--- src/past_pkg.sv ---
// past_pkg: shared types and codes for the pending ack sequence table
// depends on nothing; used by past_ctrl, past_dp and pending_ack_sequence_table
package past_pkg;

    // operation codes
    localparam logic [1:0] OP_ADD        = 2'd0;
    localparam logic [1:0] OP_CHECK      = 2'd1;
    localparam logic [1:0] OP_REMOVE_ALL = 2'd2;

    // result status codes
    localparam logic [1:0] ST_OK      = 2'd0;
    localparam logic [1:0] ST_FULL    = 2'd1;
    localparam logic [1:0] ST_NOMATCH = 2'd2;

    typedef struct packed {
        logic [1:0] opcode;
        logic [7:0] seq_num;
    } req_t;

    typedef struct packed {
        logic [1:0] status;
        logic [4:0] entry_count;
    } rsp_t;

    // controller to datapath
    typedef struct packed {
        logic load;       // capture request, clear scan pointers
        logic scan_step;  // one read / compact step
        logic apply;      // commit count and status
        logic out_load;   // move result into output register
    } dp_cmd_t;

    // datapath to controller
    typedef struct packed {
        logic is_scan;    // captured opcode needs a table scan
        logic scan_done;  // all entries read and written back
    } dp_stat_t;

endpackage

--- src/pending_ack_sequence_table.sv ---
// pending_ack_sequence_table: top level of the pending ack sequence table
// depends on past_pkg, past_ctrl and past_dp
//
//  channel | handshake             | payload             | direction
//  --------+-----------------------+---------------------+----------
//  request | req_valid / req_stall | req (opcode, seq)   | in
//  result  | rsp_valid / rsp_stall | rsp (status, count) | out
//
// one request at a time; add and unused opcodes go from dispatch straight to
// the result, while check and remove-all first scan every stored entry, one
// at a time through the single read port of the entry memory
// reset clears the entry count and all control state; entry memory is not cleared
// a result waits in the output register while rsp_stall is high, and the
// next request is taken meanwhile; it completes once the register frees
module pending_ack_sequence_table
#(
    parameter int TABLE_DEPTH = 16
)
(
    input  logic            clk,
    input  logic            rst_n,
    input  logic            req_valid,
    output logic            req_stall,
    input  past_pkg::req_t  req,
    output logic            rsp_valid,
    input  logic            rsp_stall,
    output past_pkg::rsp_t  rsp
);

    // command and status between sequencer and datapath
    past_pkg::dp_cmd_t  cmd;
    past_pkg::dp_stat_t stat;

    // sequencer: accept, dispatch, scan, deliver
    past_ctrl u_ctrl
    (
        .clk       (clk),
        .rst_n     (rst_n),
        .req_valid (req_valid),
        .req_stall (req_stall),
        .rsp_valid (rsp_valid),
        .rsp_stall (rsp_stall),
        .stat      (stat),
        .cmd       (cmd)
    );

    // datapath: entry memory with in-place compaction, read and write
    // pointers, entry count and the result register
    past_dp #(
        .TABLE_DEPTH (TABLE_DEPTH)
    ) u_dp
    (
        .clk   (clk),
        .rst_n (rst_n),
        .req   (req),
        .cmd   (cmd),
        .stat  (stat),
        .rsp   (rsp)
    );

endmodule

--- src/past_ctrl.sv ---
// past_ctrl: sequencing state machine for the pending ack sequence table
// depends on past_pkg
module past_ctrl
(
    input  logic                clk,
    input  logic                rst_n,
    input  logic                req_valid,
    output logic                req_stall,
    output logic                rsp_valid,
    input  logic                rsp_stall,
    input  past_pkg::dp_stat_t  stat,
    output past_pkg::dp_cmd_t   cmd
);

    typedef enum logic [1:0] {
        S_IDLE,
        S_DISPATCH,
        S_SCAN,
        S_DONE
    } state_t;

    state_t state_reg;
    state_t state_next;
    logic   rsp_valid_reg;
    logic   rsp_valid_next;
    logic   out_free;

    assign out_free  = !rsp_valid_reg || !rsp_stall;
    assign req_stall = (state_reg != S_IDLE);
    assign rsp_valid = rsp_valid_reg;

    always_comb
    begin
        state_next     = state_reg;
        rsp_valid_next = rsp_valid_reg && rsp_stall;
        cmd            = '0;
        unique case (state_reg)
            S_IDLE:
            begin
                if (req_valid)
                begin
                    cmd.load   = 1'b1;
                    state_next = S_DISPATCH;
                end
            end
            S_DISPATCH:
            begin
                if (stat.is_scan)
                begin
                    state_next = S_SCAN;
                end
                else
                begin
                    cmd.apply  = 1'b1;
                    state_next = S_DONE;
                end
            end
            S_SCAN:
            begin
                if (stat.scan_done)
                begin
                    cmd.apply  = 1'b1;
                    state_next = S_DONE;
                end
                else
                begin
                    cmd.scan_step = 1'b1;
                end
            end
            S_DONE:
            begin
                if (out_free)
                begin
                    cmd.out_load   = 1'b1;
                    rsp_valid_next = 1'b1;
                    state_next     = S_IDLE;
                end
            end
            default:
            begin
                state_next = S_IDLE;
            end
        endcase
    end

    always_ff @(posedge clk or negedge rst_n)
    begin
        if (!rst_n)
        begin
            state_reg     <= S_IDLE;
            rsp_valid_reg <= 1'b0;
        end
        else
        begin
            state_reg     <= state_next;
            rsp_valid_reg <= rsp_valid_next;
        end
    end

endmodule

--- src/past_dp.sv ---
// past_dp: entry memory, scan pointers, count and output register
// depends on past_pkg
module past_dp
#(
    parameter int TABLE_DEPTH = 16
)
(
    input  logic                clk,
    input  logic                rst_n,
    input  past_pkg::req_t      req,
    input  past_pkg::dp_cmd_t   cmd,
    output past_pkg::dp_stat_t  stat,
    output past_pkg::rsp_t      rsp
);

    localparam int CW = $clog2(TABLE_DEPTH + 1);
    localparam int AW = (TABLE_DEPTH > 1) ? $clog2(TABLE_DEPTH) : 1;

    logic [7:0]        mem [TABLE_DEPTH];

    past_pkg::req_t    req_reg;
    past_pkg::rsp_t    rsp_reg;
    logic [CW-1:0]     count_reg;
    logic [CW-1:0]     count_next;
    logic [CW-1:0]     rd_idx_reg;
    logic [CW-1:0]     wr_idx_reg;
    logic              rd_vld_reg;
    logic [7:0]        rd_data_reg;
    logic              found_reg;
    logic [1:0]        status_reg;
    logic [1:0]        status_next;

    logic              rd_more;
    logic              drop;
    logic              add_ok;
    logic [CW+4:0]     count_ext;

    assign rd_more = (rd_idx_reg < count_reg);
    assign drop    = (rd_data_reg == req_reg.seq_num)
                     && ((req_reg.opcode == past_pkg::OP_REMOVE_ALL) || !found_reg);
    assign add_ok  = (count_reg != CW'(TABLE_DEPTH));

    assign stat.is_scan   = (req_reg.opcode == past_pkg::OP_CHECK)
                            || (req_reg.opcode == past_pkg::OP_REMOVE_ALL);
    assign stat.scan_done = !rd_more && !rd_vld_reg;

    // new count and status once the operation is committed
    always_comb
    begin
        count_next  = count_reg;
        status_next = past_pkg::ST_OK;
        unique case (req_reg.opcode)
            past_pkg::OP_ADD:
            begin
                if (add_ok)
                begin
                    count_next = count_reg + CW'(1);
                end
                else
                begin
                    status_next = past_pkg::ST_FULL;
                end
            end
            past_pkg::OP_CHECK,
            past_pkg::OP_REMOVE_ALL:
            begin
                if (wr_idx_reg == count_reg)
                begin
                    status_next = past_pkg::ST_NOMATCH;
                end
                else
                begin
                    count_next = wr_idx_reg;
                end
            end
            default:
            begin
                status_next = past_pkg::ST_OK;
            end
        endcase
    end

    // count masked to the five bit result field
    assign count_ext = {5'd0, count_reg};

    // entry memory: one read and one write port
    always_ff @(posedge clk)
    begin
        if (cmd.scan_step && rd_more)
        begin
            rd_data_reg <= mem[rd_idx_reg[AW-1:0]];
        end
        if (cmd.scan_step && rd_vld_reg && !drop)
        begin
            mem[wr_idx_reg[AW-1:0]] <= rd_data_reg;
        end
        else if (cmd.apply && (req_reg.opcode == past_pkg::OP_ADD) && add_ok)
        begin
            mem[count_reg[AW-1:0]] <= req_reg.seq_num;
        end
    end

    // payload registers
    always_ff @(posedge clk)
    begin
        if (cmd.load)
        begin
            req_reg <= req;
        end
        if (cmd.apply)
        begin
            status_reg <= status_next;
        end
        if (cmd.out_load)
        begin
            rsp_reg.status      <= status_reg;
            rsp_reg.entry_count <= count_ext[4:0];
        end
    end

    // scan control and count
    always_ff @(posedge clk or negedge rst_n)
    begin
        if (!rst_n)
        begin
            count_reg  <= '0;
            rd_idx_reg <= '0;
            wr_idx_reg <= '0;
            rd_vld_reg <= 1'b0;
            found_reg  <= 1'b0;
        end
        else
        begin
            if (cmd.load)
            begin
                rd_idx_reg <= '0;
                wr_idx_reg <= '0;
                rd_vld_reg <= 1'b0;
                found_reg  <= 1'b0;
            end
            else if (cmd.scan_step)
            begin
                rd_vld_reg <= rd_more;
                if (rd_more)
                begin
                    rd_idx_reg <= rd_idx_reg + CW'(1);
                end
                if (rd_vld_reg)
                begin
                    if (drop)
                    begin
                        found_reg <= 1'b1;
                    end
                    else
                    begin
                        wr_idx_reg <= wr_idx_reg + CW'(1);
                    end
                end
            end
            if (cmd.apply)
            begin
                count_reg <= count_next;
            end
        end
    end

    assign rsp = rsp_reg;

endmodule
--- config.mk ---
export PLATFORM = sky130hd
export DESIGN_NAME = pending_ack_sequence_table
export DESIGN_NICKNAME = d
export VERILOG_FILES = /design/src/past_pkg.sv /design/src/pending_ack_sequence_table.sv /design/src/past_ctrl.sv /design/src/past_dp.sv
export SDC_FILE = /design/constraint.sdc
export NUM_CORES = 1
export LEC_CHECK = 0
export BUFFER_PORTS_ARGS = -buffer_cell sky130_fd_sc_hd__buf_2
export CORE_MARGIN = 2
export CORE_UTILIZATION = 30
export DETAILED_ROUTE_END_ITERATION = 10
export GPL_ROUTABILITY_DRIVEN = 0
export SLEW_MARGIN = 20
export SYNTH_ARGS = -nofsm -noshare
export SYNTH_HDL_FRONTEND = slang
export SYNTH_SLANG_ARGS = --single-unit
export TNS_END_PERCENT = 30
--- constraint.sdc ---
create_clock -name clk -period 2.86 [get_ports clk]
set_input_delay 0 -clock clk [delete_from_list [all_inputs] [get_ports clk]]
set_output_delay 0 -clock clk [all_outputs]
set_load 0.02 [all_outputs]
==> metrics.txt, run 1 <==
Worst setup EP type=flop; top cells by count, synth=edfxtp_1, mux4_2, a21oi_1; Worst Path Buf+Inv=2; Static Leak=3.116 nW; Crit-path slowest cell=or4_4; largest cells by area after synthesis=edfxtp_1, mux4_2, dfrtp_1; M1 WL=7.268 mm; fin crit share=95.37%; Max Clock Freq=0.3666 GHz; # Max-Cap Violations=0; fin nets=531; CTS tree=done; Arr. time, crit path=2870 ps; Worst-path clk slew=70 ps; syn_area_per_cell=17.55 um2; met2 wire length=8.144 mm; final setup vio count=0; # fillers=2,265; clock latency at the later pin of the worst-skew pair=440 ps; Hold Path Class=in -> async; Peak VDD IR=0.0004719 V; Post-synth EDFFs=155; core footprint=24,460 um2; Via-to-Cell Ratio=4.863; sequential-to-total area share from yosys stat=68.47%; Max transition margin=62.74%; CP Max Fanout=10; Placed Area=8222 um2; Hold Fails Final Rpt=0; Synth cell types=52; Synthesized Nets=459; 1st-iter DRT viols=292; Async SR Flop Fraction=11.43%; number of diodes=0; RSZ-0062 raised after global routing=no; H-tree Lvls=4; flops & latches, synth=175; Final Instance Area=9032 um2; global-route wire length before repair=24.81 mm; DR vias=4,075; area share of the largest cell type after synthesis=61.82%; 1st-pass router iterations=5; Met3 Routed Length=780 um; drt wl/cell=19.50 um; Netlist Area Pre-Place=7528 um2; GRT Overall Usage=13.03%; yosys warns=0; # rows=57; largest area contributor in the netlist=edfxtp_1; Pins Over Slew Limit=0; Die Ht=162.4 um; Worst setup SP type=flop; CP Cell Sequence=inv_1, ha_1, nand2_1, nor3_2, nand2_2, a211o_4, or4_4, a21oi_1, buf_4; outcome=complete, no violations; WS Path Type=reg -> reg; worst slew pin tran=558.8 ps; Num CTS Buffers=17; Cells after DPL=791; PwrDens=973.2 nW/um2; width of the die=162.4 um; Critical Path Max Stage Delay=490 ps; Top delay family on crit path=simple AND/OR/NAND/NOR gates; share of cells above drive strength 1=32.10%; Worst Setup SP=u_ctrl.state_reg[0]; max reg flops=128; most frequent cell after synthesis=edfxtp_1; Antenna Violating Nets Remaining=0; Worst Path Required=3000 ps; Top Metal Used=met4; hpwl dp=10.97 mm; r2r startpoint=u_ctrl.state_reg[0]; Routed WL=16.34 mm; Port Buf Inserts=22; post-layout min period=2728 ps; Finished Layout Cells=838; Sink Count=175; clk_skew=13.25 ps; root buffer cell=clkbuf_16; DRC Markers=0; TNS Setup=0 ps; Most used DFF post-synth=edfxtp_1; initial antenna violation count=0; pin count of the biggest net entering global routing=36; area grow syn2layout=19.98%; number of global-route vias before repair=4,089; die area=26,380 um2; clock buffer depth=2; grt total ovfl=0; top-level port count=23; cell count after synthesis=429; starting density of the core=30.78%
[area by class of cell]
cell class | instances | area, um2 | share of cell area (%)
multi-input cells | 215 | 2256 | 24.98
well taps | 324 | 405.4 | 4.488
inverters | 17 | 63.81 | 0.7065
repair buffers | 75 | 561.8 | 6.220
clock inverters | 15 | 163.9 | 1.815
flip-flops and latches | 175 | 5156 | 57.09
clock buffers | 17 | 425.4 | 4.710
[repair_timing]
item / 4_1_cts / 5_1_grt
gates cloned: 0 / 0
setup buffers: 0 / 3
endpoints found under the hold margin: 31 / 0
hold buffers: 12 / 0
setup endpoints to repair: 32 / 201
resized for setup: 4 / 13
pin swaps: 0 / 1
[path summary, 6_finish.rpt]
| kind | slack (ps) | to | depth (start not counted) |
|---|---|---|---|
| hold reg to reg | 430 | u_dp.rsp[6] | 0 |
| max in group asynchronous | 2420 | u_dp.rd_idx_reg[0] | 2 |
| setup reg to reg | 130 | u_dp.mem[2][7] | 9 |
| setup / recovery | 130 | u_dp.mem[2][7] | 9 |
| min in group clk | 60 | u_ctrl.state_reg[0] | 4 |
| hold / removal | 60 | u_dp.wr_idx_reg[0] | 2 |
[cells in the final DEF, fill, tap and decap left out, types with 12 or more instances in the layout]
cell type | synthesis | final
a21oi_1 | 22 | 15
buf_2 | 5 | 22
buf_4 | 2 | 37
clkbuf_16 | 0 | 17
dfrtp_1 | 20 | 19
dlygate4sd3_1 | 0 | 12
edfxtp_1 | 155 | 155
ha_1 | 16 | 16
inv_1 | 16 | 16
mux4_2 | 40 | 40
nand2_1 | 13 | 13
nor2_1 | 17 | 17
xnor2_1 | 12 | 12
[report_power, final]
| group | switching, mW | total (mW) | internal (mW) |
|---|---|---|---|
| combinational | 1.63 | 2.86 | 1.22 |
| sequential | 0.213 | 3.65 | 3.43 |
| clock | 1.11 | 2.29 | 1.17 |
| total | 2.96 | 8.79 | 5.83 |
[routing by layer]
layer  up-vias  track usage (%)
met5         -                0
met4         0            3.500
met3        14            3.030
met2        99            21.45
met1      2128            17.46
li1       1834                -
[kinds of logic (layout without fill, tap and decap cells)]
family                     Yosys count  in the layout  synth area share, %
muxes                               52             52                14.11
DFF                                175            175                68.47
AOI/OAI and AO/OA                   53             53                4.670
buffers and inverters               39            124                2.460
xor gates and xnor gates            21             21                2.443
adders and majority gates           16             16                2.659
and+or+nand+nor                     73             73                5.186
[metrics by stage]
stage          total power, mW  setup WS, ps  hold WS (ps)  utilization (%)
3_3_place_gp             6.432        -7.131        -9.099            33.61
3_5_place_dp             6.517        -12.09       -0.3486            33.61
4_1_cts                  8.831         9.455         46.41            36.57
2_1_floorplan            5.610         115.2        -295.6                -
5_1_grt                  9.207         22.27         74.17            36.92
6_report                 8.791         132.4         61.10            36.92
Power figures use the tool's default switching activity.
==> run 2, diff against run 1 <==
GPL_TIMING_DRIVEN = 0   (was unset)
HOLD_SLACK_MARGIN = 0.15   (was unset)
TNS_END_PERCENT = unset   (was 30)
==> run 2 against run 1 <==
  * Sequential share of layout area fell by 3.4 points
  * Critical path depth unchanged
  * Highest routed layer unchanged
  * Cell area is 6.3% higher
  * Fmax fell by 2.6%
  * Sequential power is essentially flat
  * Global-route usage down 0.52 points
  * Combinational power grew 10%
  * Power up 2.8%
==> metrics.txt, run 2 (synthesis results as in run 1) <==
starting density of the core=30.78%; Worst Path Required=3010 ps; CP Max Fanout=8; 1st-pass router iterations=5; Power, Total=9.036 mW; DR vias=4,097; GRT Overall Usage=12.52%; CTS tree=done; Routed WL=15.73 mm; hpwl dp=10.11 mm; DRC Markers=0; Place WS=-620.6 ps; Port Buf Inserts=22; worst slew pin tran=938.7 ps; clock buffer depth=2; final setup vio count=0; Antenna Violating Nets Remaining=0; grt total ovfl=0; drt wl/cell=18.39 um; Worst Path Buf+Inv=2; hold slack=272.5 ps; root buffer cell=clkbuf_16; share of cells above drive strength 1=35.97%; WS Path Type=reg -> reg; Hold Path Class=in -> reg; width of the die=162.4 um; Max transition margin=37.21%; clk_skew=12.49 ps; Static Leak=3.201 nW; fin nets=548; top-level port count=23; worst setup margin=59.10 ps; H-tree Lvls=4; PwrDens=941.1 nW/um2; most frequent cells in the layout=edfxtp_1, mux4_2, buf_2; Via-to-Cell Ratio=4.792; Worst setup EP type=flop; core footprint=24,460 um2; most common cell after layout, fill and taps aside=edfxtp_1; Crit-path slowest cell=or4_4; Worst-path clk slew=70 ps; outcome=complete, no violations; clock latency at the later pin of the worst-skew pair=430 ps; # Max-Cap Violations=0; Hold Fails Final Rpt=0; Die Ht=162.4 um; fin crit share=97.93%; pin count of the biggest net entering global routing=21; max reg flops=128; TNS Setup=0 ps; die area=26,380 um2; # rows=57; Top delay family on crit path=simple AND/OR/NAND/NOR gates; number of diodes=0; post-layout min period=2801 ps; Pins Over Slew Limit=0; Num CTS Buffers=17; area grow syn2layout=27.54%; Arr. time, crit path=2950 ps; Worst setup SP type=flop; number of global-route vias before repair=4,240; global-route wire length before repair=24.61 mm; Max Clock Freq=0.3570 GHz; 1st-iter DRT viols=324; CP Cell Sequence=inv_1, ha_1, nand2_1, nor3_2, nand2_2, a211o_4, or4_4, a21oi_4, buf_12; Critical Path Max Stage Delay=530 ps; Peak VDD IR=0.0004378 V; initial antenna violation count=0; Sink Count=175
==> run 2: path summary, 6_finish.rpt <==
check,startpoint,endpoint,slack [ps],cells after the start
setup / recovery,u_ctrl.state_reg[0],u_dp.mem[14][4],60,9
hold / removal,req[2],u_dp.req_reg[2],270,2
setup reg to reg,u_ctrl.state_reg[0],u_dp.mem[14][4],60,9
hold reg to reg,u_dp.status_reg[1],u_dp.rsp[6],430,0
max in group asynchronous,rst_n,u_dp.count_reg[1],1440,3
min in group asynchronous,rst_n,u_dp.wr_idx_reg[0],780,3
==> run 2: final cells by class <==
type / count / area (um2)
multi-input cells: 215 / 2527
fillers: 2174 / 14860
well taps: 324 / 405.4
clock inverters: 15 / 153.9
repair buffers: 70 / 730.7
flip-flops and latches: 175 / 5157
inverters: 17 / 68.82
clock buffers: 17 / 425.4
plain buffers: 22 / 132.6
==> run 2: routing by layer <==
metal | global-route usage (%) | wire length, um
met1 | 16.14 | 6773
met5 | 0 | 0
met3 | 2.852 | 688
met4 | 4.907 | 365
met2 | 20.62 | 7899
==> run 2: metrics by stage <==
step | util (%) | instances | cell area, um2
finish | 39.25 | 855 | 9602
global route | 39.25 | 855 | 9602
CTS | 38.72 | 845 | 9473
detailed placement | 32.93 | 775 | 8055
global placement | 32.88 | 775 | 8044
floorplan | - | 429 | 7528
==> run 2: timing repair <==
| action | 4_1_cts | 5_1_grt |
|---|---|---|
| endpoints found under the setup margin | 128 | 132 |
| pin swaps | 21 | 2 |
| hold buffers | 14 | 0 |
| hold endpoints to repair | 36 | 0 |
| gates resized for setup | 55 | 8 |
| buffers inserted | 24 | 10 |
==> run 2: where the power goes <==
group	internal, mW	leakage (nW)	switching (mW)	total, mW
combinational	1.39	1.28	1.75	3.15
sequential	3.44	1.65	0.182	3.62
clock	1.23	0.272	1.04	2.27
